### config.mk
export PLATFORM = sky130hd
export DESIGN_NAME = priority_ordered_resource_wait_queue_unit_flat
export DESIGN_NICKNAME = d
export VERILOG_FILES = /design/src/rtl/core/porwq_pkg.sv /design/src/rtl/core/porwq_if.sv /design/src/rtl/core/porwq_cell.sv /design/src/rtl/core/porwq_chain.sv /design/src/rtl/core/priority_ordered_resource_wait_queue_unit.sv /design/src/flat_wrapper.sv
export SDC_FILE = /design/constraint.sdc
export NUM_CORES = 2
export LEC_CHECK = 0
export BUFFER_PORTS_ARGS = -buffer_cell sky130_fd_sc_hd__buf_4
export CAP_MARGIN = 20
export CORE_MARGIN = 5
export CORE_UTILIZATION = 29
export DETAILED_ROUTE_END_ITERATION = 6
export GPL_TIMING_DRIVEN = 0
export SLEW_MARGIN = 40
export SYNTH_ARGS = -nofsm -noshare
export SYNTH_HDL_FRONTEND = slang
export SYNTH_SLANG_ARGS = --single-unit
### constraint.sdc
create_clock -name clock -period 3.7 [get_ports clock]
set_input_delay 0.185 -clock clock [delete_from_list [all_inputs] [get_ports clock]]
set_output_delay 0.185 -clock clock [all_outputs]
set_load 0.02 [all_outputs]
### src/rtl/core/porwq_pkg.sv
// Shared types and constants for the resource wait queue.
// No dependencies.
package porwq_pkg;
   localparam int WAIT_SLOTS_DEF = 16;
   localparam int RESOURCES_DEF  = 8;
   localparam logic REQ_ENQ   = 1'b0;
   localparam logic REQ_QUERY = 1'b1;
   localparam logic STAT_DONE = 1'b0;
   localparam logic STAT_FULL = 1'b1;

   typedef struct packed {
      logic       req_type;
      logic [2:0] resource_index;
      logic [3:0] task_index;
      logic [7:0] enq_priority;
      logic [7:0] owner_base_priority;
      logic [7:0] owned_mask;
   } req_type_t_type;

   typedef struct packed {
      logic       status;
      logic [3:0] head_task;
      logic [7:0] head_priority;
      logic [4:0] waiter_count;
      logic [7:0] inherited_priority;
   } rsp_type_t_type;

   // one waiter as kept in a cell
   typedef struct packed {
      logic       used;
      logic [3:0] task_id;
      logic [7:0] prio;
   } entry_type;

   // command broadcast along the chain of one resource
   typedef struct packed {
      logic       ins;
      logic [3:0] task_id;
      logic [7:0] prio;
   } cmd_type;
endpackage

### src/rtl/core/porwq_if.sv
// Valid/ready channel carrying a packed payload.
// Depends on nothing; payload type given as parameter.
interface porwq_if #(parameter type T = logic) (input logic clock);
   logic valid;
   logic ready;
   T     data;
   modport source (output valid, output data, input ready);
   modport sink   (input valid, input data, output ready);
endinterface

### src/rtl/core/porwq_cell.sv
// One sorted-list cell: holds a waiter, shifts down on insert.
// Depends on porwq_pkg.
module porwq_cell (
   input  logic                 clock,
   input  logic                 reset,
   input  porwq_pkg::cmd_type   cmd,
   input  porwq_pkg::entry_type up_entry,
   input  logic                 up_shift,
   output porwq_pkg::entry_type entry,
   output logic                 shift
);
   porwq_pkg::entry_type entry_ff, entry_in;
   logic take_new;

   // a new waiter goes behind every stored one of at least its priority;
   // only the first cell past the occupied ones of higher or equal priority takes it
   assign shift    = entry_ff.used && (entry_ff.prio < cmd.prio);
   assign take_new = !up_shift && up_entry.used && (shift || !entry_ff.used);
   assign entry    = entry_ff;

   always_comb begin
      entry_in = entry_ff;
      if (cmd.ins) begin
         if (up_shift) entry_in = up_entry;
         else if (take_new) begin
            entry_in.used    = 1'b1;
            entry_in.task_id = cmd.task_id;
            entry_in.prio    = cmd.prio;
         end
      end
   end

   always_ff @(posedge clock) begin
      if (reset) entry_ff.used <= 1'b0;
      else       entry_ff.used <= entry_in.used;
      entry_ff.task_id <= entry_in.task_id;
      entry_ff.prio    <= entry_in.prio;
   end
endmodule

### src/rtl/core/porwq_chain.sv
// Chain of cells for one resource, head at cell 0, plus waiter count.
// Depends on porwq_pkg and porwq_cell.
module porwq_chain #(
   parameter int WAIT_SLOTS = porwq_pkg::WAIT_SLOTS_DEF
) (
   input  logic                 clock,
   input  logic                 reset,
   input  porwq_pkg::cmd_type   cmd,
   output porwq_pkg::entry_type head,
   output logic                 full,
   output logic [4:0]           count
);
   // the head cell sees an occupied neighbor above it that never shifts
   localparam porwq_pkg::entry_type TOP_ENTRY = '{used: 1'b1, task_id: 4'd0, prio: 8'd0};

   porwq_pkg::entry_type ent [WAIT_SLOTS];
   logic [WAIT_SLOTS-1:0] sh;
   logic [4:0] count_ff, count_in;
   porwq_pkg::cmd_type cmd_g;

   assign full  = ent[WAIT_SLOTS-1].used;
   assign cmd_g = '{ins: cmd.ins && !full, task_id: cmd.task_id, prio: cmd.prio};

   for (genvar i = 0; i < WAIT_SLOTS; i++) begin : g_cell
      porwq_cell u_cell (
         .clock(clock), .reset(reset), .cmd(cmd_g),
         .up_entry(i == 0 ? TOP_ENTRY : ent[(i == 0) ? 0 : i-1]),
         .up_shift(i == 0 ? 1'b0 : sh[(i == 0) ? 0 : i-1]),
         .entry(ent[i]), .shift(sh[i])
      );
   end

   assign head  = ent[0];
   assign count = count_ff;
   assign count_in = cmd_g.ins ? count_ff + 5'd1 : count_ff;

   always_ff @(posedge clock) begin
      if (reset) count_ff <= '0;
      else       count_ff <= count_in;
   end
endmodule

### src/rtl/core/priority_ordered_resource_wait_queue_unit.sv
// Top level of the resource wait queue; one cell chain per resource.
// Depends on porwq_pkg, porwq_if, porwq_chain.
//
// Usage: req carries enqueue or query items, rsp returns one item each.
// Each resource keeps its waiters in a row of cells sorted by priority,
// head first; in the ENQ state an enqueue shifts the lower waiters down one cell,
// in SCAN the new head and count are read (an out-of-range resource skips
// SCAN) and OUT presents the result from the output register. A query
// scans all resources one per cycle, keeping the highest owned head
// priority above the owner base priority. One item is in work at a time;
// the next item is taken the cycle after the result is accepted.
// A full list drops the enqueue and reports status full.
// Reset empties every list. While rsp is stalled the result is held and
// no new item is taken.
module priority_ordered_resource_wait_queue_unit #(
   parameter int WAIT_SLOTS = porwq_pkg::WAIT_SLOTS_DEF,
   parameter int RESOURCES  = porwq_pkg::RESOURCES_DEF
) (
   input  logic clock,
   input  logic reset,
   porwq_if.sink   req,
   porwq_if.source rsp
);
   localparam int RW = (RESOURCES > 1) ? $clog2(RESOURCES) : 1;

   typedef enum logic [3:0] {
      S_IDLE = 4'b0001, S_ENQ = 4'b0010, S_SCAN = 4'b0100, S_OUT = 4'b1000
   } state_type;

   state_type state_ff, state_in;
   porwq_pkg::req_type_t_type rq_ff, rq_in;
   porwq_pkg::rsp_type_t_type out_ff, out_in;
   logic [RW-1:0] idx_ff, idx_in;
   logic [7:0] best_ff, best_in;

   porwq_pkg::cmd_type   cmd   [RESOURCES];
   porwq_pkg::entry_type heads [RESOURCES];
   logic                 fulls [RESOURCES];
   logic [4:0]           cnts  [RESOURCES];

   logic in_range;
   assign in_range = 32'(rq_ff.resource_index) < RESOURCES;

   for (genvar r = 0; r < RESOURCES; r++) begin : g_res
      assign cmd[r] = '{ins: state_ff == S_ENQ && in_range &&
                             rq_ff.resource_index == 3'(r),
                        task_id: rq_ff.task_index, prio: rq_ff.enq_priority};
      porwq_chain #(.WAIT_SLOTS(WAIT_SLOTS)) u_chain (
         .clock(clock), .reset(reset), .cmd(cmd[r]),
         .head(heads[r]), .full(fulls[r]), .count(cnts[r]));
   end

   assign req.ready = state_ff == S_IDLE;
   assign rsp.valid = state_ff == S_OUT;
   assign rsp.data  = out_ff;

   logic [RW-1:0] ri;
   assign ri = RW'(rq_ff.resource_index);

   always_comb begin
      state_in = state_ff;
      rq_in = rq_ff; out_in = out_ff; idx_in = idx_ff; best_in = best_ff;
      unique case (state_ff)
         S_IDLE: if (req.valid) begin
            rq_in = req.data;
            idx_in = '0;
            best_in = req.data.owner_base_priority;
            state_in = (req.data.req_type == porwq_pkg::REQ_QUERY) ? S_SCAN : S_ENQ;
         end
         S_ENQ: begin
            // chain updates this cycle; report from the next one
            out_in = '0;
            if (in_range && fulls[ri]) out_in.status = porwq_pkg::STAT_FULL;
            state_in = in_range ? S_OUT : S_OUT;
            if (in_range) state_in = S_SCAN;
         end
         S_SCAN: begin
            if (rq_ff.req_type == porwq_pkg::REQ_ENQ) begin
               if (heads[ri].used) begin
                  out_in.head_task     = heads[ri].task_id;
                  out_in.head_priority = heads[ri].prio;
               end
               out_in.waiter_count = cnts[ri];
               state_in = S_OUT;
            end else begin
               if (32'(idx_ff) < 8 && rq_ff.owned_mask[3'(idx_ff)] &&
                   heads[idx_ff].used && heads[idx_ff].prio > best_ff)
                  best_in = heads[idx_ff].prio;
               if (32'(idx_ff) == RESOURCES-1) begin
                  out_in = '0;
                  out_in.inherited_priority =
                     (32'(idx_ff) < 8 && rq_ff.owned_mask[3'(idx_ff)] &&
                      heads[idx_ff].used && heads[idx_ff].prio > best_ff)
                     ? heads[idx_ff].prio : best_ff;
                  state_in = S_OUT;
               end else idx_in = idx_ff + RW'(1);
            end
         end
         S_OUT: if (rsp.ready) state_in = S_IDLE;
         default: state_in = S_IDLE;
      endcase
   end

   always_ff @(posedge clock) begin
      if (reset) state_ff <= S_IDLE;
      else       state_ff <= state_in;
      rq_ff <= rq_in; out_ff <= out_in; idx_ff <= idx_in; best_ff <= best_in;
   end
endmodule

### src/flat_wrapper.sv
// flat-port wrapper written by rule: the top's interface ports become plain ports
module priority_ordered_resource_wait_queue_unit_flat 
#(
   parameter int WAIT_SLOTS = porwq_pkg::WAIT_SLOTS_DEF,
   parameter int RESOURCES  = porwq_pkg::RESOURCES_DEF
)
  (clock, reset, req_valid, req_data, req_ready, rsp_valid, rsp_data, rsp_ready);
  porwq_if #(.T(porwq_pkg::req_type_t_type)) req_i (.clock(clock));
  porwq_if #(.T(porwq_pkg::rsp_type_t_type)) rsp_i (.clock(clock));
  input  logic clock;
  input  logic reset;
  input wire logic [$bits(req_i.valid)-1:0] req_valid;
  input wire logic [$bits(req_i.data)-1:0] req_data;
  output wire logic [$bits(req_i.ready)-1:0] req_ready;
  output wire logic [$bits(rsp_i.valid)-1:0] rsp_valid;
  output wire logic [$bits(rsp_i.data)-1:0] rsp_data;
  input wire logic [$bits(rsp_i.ready)-1:0] rsp_ready;
  assign req_i.valid = req_valid;
  assign req_i.data = req_data;
  assign req_ready = req_i.ready;
  assign rsp_valid = rsp_i.valid;
  assign rsp_data = rsp_i.data;
  assign rsp_i.ready = rsp_ready;
  priority_ordered_resource_wait_queue_unit #(.WAIT_SLOTS(WAIT_SLOTS), .RESOURCES(RESOURCES)) u_core (.clock(clock), .reset(reset), .req(req_i), .rsp(rsp_i));
endmodule
==> flow_metrics.py <==
metrics = {
    "status": {
        "status": "complete, no violations",
    },
    "min_path": {
        "holdCritPathClass": "in2reg",
        "hold-path-cell-count": 2,
        "timing.hold.worst.start": "req_data[29]",
        "capture_endpoint_of_the_worst_hold_path": "u_core.ri[1]$_DFFE_PP_",
    },
    "timing": {
        "finalHoldViolations": 0,
        "drv_slew": 0,
        "setup_viol_count_final": 0,
        "unrepaired_setup_endpoints_after_global_routing": "false",
        "fin_crit_ps": 3560,
        "finalHoldWorstSlack_ps": 376,
        "timing.max_slew.rel_slack_pct": 45.7,
        "fin_tns_setup_ps": 0,
        "worst_pin_slew_ps": 815,
        "clock-skew-final_ps": 18.3,
        "setup_ws_ps": 138,
        "final_period_util_pct": 96.3,
        "clock.fmax_mhz": 281,
    },
    "worst_setup_path": {
        "timing.critical_path.from_type": "flop",
        "cp_max_fo": 10,
        "worstPathRequired_ps": 3960,
        "worstPathArrival_ps": 3820,
        "r2r-start": "u_core.idx_ff[0]$_SDFFCE_PN0P_",
        "startpoint": "u_core.idx_ff[0]$_SDFFCE_PN0P_",
        "reg2regPathDepth": 11,
        "worst_r2r_endpoint": "u_core.rsp.data[6]$_SDFFCE_PN0P_",
        "reg2reg_slack_ps": 140,
        "critical_path_class": "reg2reg",
        "worstSetupEndpointType": "flop",
    },
    "drt": {
        "drc": 0,
        "antenna_violating_nets_left": 0,
        "post_drt_via_cell_ratio": 4.74,
        "drt_pre_antenna_iters": 5,
        "drt-wirelength-per-cell_um": 17.5,
        "drt_first_iter_violations": 664,
        "routed_wirelength_mm": 36.8,
        "route.vias.total": 9962,
    },
    "yosys": {
        "synth_ff_type": "sky130_fd_sc_hd__dfxtp_1",
        "flop_and_latch_count_out_of_synthesis": 329,
        "synth_nets": 1382,
        "seq_area_frac_synth_pct": 56.6,
        "yosys.cell_types.count": 45,
        "synth-edff-count": 157,
        "post_synth.cell_area_avg_um2": 11.3,
        "mapped_cell_area_mm2": 0.0144,
        "post_syn_instances": 1272,
        "async_reset_ff_share_pct": 0,
        "yosys_warnings": 0,
    },
    "cts": {
        "clk_path_buf_depth": 3,
        "clock_insertion_delay_worst_skew_ps": 530,
        "postCtsSetupRepairBufs": 0,
        "number_of_clock_buffers_inserted_by_tritoncts": 36,
        "cts_num_sinks": 329,
        "tritoncts": "yes",
        "cts-root-buf": "sky130_fd_sc_hd__clkbuf_16",
        "cts.clk_slew.worst_paths_ps": 60,
        "h-tree-depth": 2,
    },
    "power_and_ir_drop": {
        "post-layout-total-power_w": 0.00844,
        "irDropWorstVdd_mv": 0.247,
        "power.density_cell_area_mw_per_mm2": 483,
        "power.leakage_nw": 6.40,
    },
    "floorplan": {
        "core_area_mm2": 0.0491,
        "die_height_um": 233,
        "initial_util_pct": 29.4,
        "io_pins": 64,
        "placement_rows": 81,
        "die_area_mm2": 0.0543,
        "die_w_um": 233,
    },
    "global_route": {
        "grt_first_pass_wirelength_mm": 57.4,
        "first_global_vias": 9929,
        "maximum_number_of_pins_on_one_net_before_global_route_repair": 25,
        "initial_antenna_violation_count": 0,
        "globalRoute.totalOverflow": 0,
        "grt_util_all_layers_pct": 13.6,
    },
    "placed_design": {
        "pre_cts_slack_ps": -985,
        "numPortBuffers": 62,
        "cell_area_reported_after_detailed_placement_mm2": 0.0158,
        "routabilityCongestion": 0.880,
        "dp_hpwl_mm": 26.6,
    },
    "final_layout": {
        "final_net_count": 1521,
        "final_design_area_no_fill_mm2": 0.0175,
        "layout.cells.most_common": "sky130_fd_sc_hd__dfxtp_1",
        "share_of_layout_cells_above_drive_strength_1_pct": 16.0,
        "num_antenna_cells": 0,
        "layout-area-overhead-vs-synth_pct": 21.1,
        "final_cell_mix": "sky130_fd_sc_hd__dfxtp_1, sky130_fd_sc_hd__edfxtp_1, sky130_fd_sc_hd__nor2_1, sky130_fd_sc_hd__a21oi_1, sky130_fd_sc_hd__nand2_1",
    },
    "run": {
        "max_cap_violations": 0,
    },
}
-- where the power goes --
group          switching, W  internal, W  leakage [nW]
registers         0.0000677      0.00390          2.82
clock network       0.00146      0.00223         0.596
logic              0.000462     0.000318          2.98
total               0.00199      0.00645          6.40
-- metrics by stage --
stage | utilization [%] | instances
2_1_floorplan | - | 1272
3_3_place_gp | 32.1 | 1998
3_5_place_dp | 32.3 | 2002
4_1_cts | 35.6 | 2101
5_1_grt | 35.6 | 2101
6_report | 35.6 | 2101
-- critical path, stage by stage, from the launching register on --
cell                        delay, ps
sky130_fd_sc_hd__edfxtp_1         360
sky130_fd_sc_hd__clkbuf_2         310
sky130_fd_sc_hd__buf_4            290
sky130_fd_sc_hd__mux4_2           560
sky130_fd_sc_hd__mux2i_2          290
sky130_fd_sc_hd__ha_1             290
sky130_fd_sc_hd__nand4_1          110
sky130_fd_sc_hd__a2bb2oi_1        180
sky130_fd_sc_hd__and4_4           310
sky130_fd_sc_hd__o21a_2           230
sky130_fd_sc_hd__clkbuf_2         230
sky130_fd_sc_hd__o21ai_0          130
-- sequential cells by signal, indices dropped and copies added, names as in the netlist --
register and cells:
u_core.g_res.u_chain.g_cell.u_cell.entry 224, u_core.g_res.u_chain.count 40, u_core.rsp.data 26, u_core.cmd 12
u_core.rq_ff 9, u_core.best_ff 8, u_core.state_ff 4, u_core.idx_ff 3
u_core.ri 3
-- cell families (layout without fill, tap and decap cells) --
kind of cell,count (synthesis),after routing,share of synthesized area (%)
AO/OA/AOI/OAI,238,238,9.67
adder cells (fa/ha/maj),74,74,6.42
AND/OR/NAND/NOR,367,367,11.7
flip-flops,329,329,56.6
XOR/XNOR,31,31,1.88
multiplexers,74,74,9.39
buffers and inverters,159,324,4.36
-- worst max path at each step --
| stage | to | slack (ps) |
|---|---|---|
| 2_1_floorplan | u_core.best_ff[5]$_DFFE_PP_ | 140 |
| 4_1_cts | u_core.rsp.data[5]$_SDFFCE_PN0P_ | 1 |
| 5_1_grt | u_core.rsp.data[5]$_SDFFCE_PN0P_ | 10 |
| 3_3_place_gp | u_core.rsp.data[21]$_SDFFCE_PP0P_ | -1170 |
| 3_5_place_dp | u_core.rsp.data[3]$_SDFFCE_PN0P_ | -990 |
| 6_report | u_core.rsp.data[6]$_SDFFCE_PN0P_ | 140 |
-- per-layer routing --
layer	track usage, %	share of wire [%]
met1	18.2	45
met4	3.75	2.2
met5	0	0
met2	22.4	47
met3	2.62	6.1
-- what timing repair did --
action | 4_1_cts | 5_1_grt
hold buffers | 36 | 0
gates resized for setup | 14 | 7
setup endpoints to repair | 16 | 10
pin swaps | 0 | 0
gates cloned | 0 | 0
hold endpoints to repair | 35 | 0
-- synth_stat cells, types with 4 or more instances --
cell | n | area share (%)
sky130_fd_sc_hd__dfxtp_1 | 172 | 24
sky130_fd_sc_hd__edfxtp_1 | 157 | 33
sky130_fd_sc_hd__a21oi_1 | 147 | 5.1
sky130_fd_sc_hd__nor2_1 | 145 | 3.8
sky130_fd_sc_hd__nand2_1 | 129 | 3.4
sky130_fd_sc_hd__inv_1 | 76 | 2.0
sky130_fd_sc_hd__ha_1 | 74 | 6.4
sky130_fd_sc_hd__clkbuf_1 | 52 | 1.4
sky130_fd_sc_hd__mux4_2 | 48 | 7.5
sky130_fd_sc_hd__a21o_1 | 35 | 1.8
sky130_fd_sc_hd__nand4_1 | 24 | 1.0
sky130_fd_sc_hd__buf_2 | 23 | 0.80
sky130_fd_sc_hd__xor2_1 | 23 | 1.4
sky130_fd_sc_hd__mux2i_1 | 16 | 1.1
sky130_fd_sc_hd__o211ai_1 | 16 | 0.83
sky130_fd_sc_hd__nand2b_1 | 15 | 0.65
sky130_fd_sc_hd__and2_1 | 11 | 0.48
sky130_fd_sc_hd__mux2_2 | 10 | 0.78
sky130_fd_sc_hd__o21ai_0 | 10 | 0.35
sky130_fd_sc_hd__xnor2_1 | 8 | 0.49
sky130_fd_sc_hd__a211o_1 | 7 | 0.43
sky130_fd_sc_hd__a21boi_0 | 7 | 0.36
sky130_fd_sc_hd__buf_1 | 7 | 0.18
sky130_fd_sc_hd__nor2b_1 | 6 | 0.26
sky130_fd_sc_hd__nor4_1 | 6 | 0.26
sky130_fd_sc_hd__nand3b_1 | 5 | 0.26
sky130_fd_sc_hd__nor3_1 | 4 | 0.14
sky130_fd_sc_hd__o21a_1 | 4 | 0.21
-- layout make-up --
cell class,count,area (um^2)
fillers,4815,31600
flip-flops and latches,329,8160
multi-input cells,784,5740
clock buffers,50,1030
repair buffers,102,871
well taps,664,831
plain buffers,82,369
inverters,76,285
clock inverters,14,190
Power figures use the tool's default switching activity.
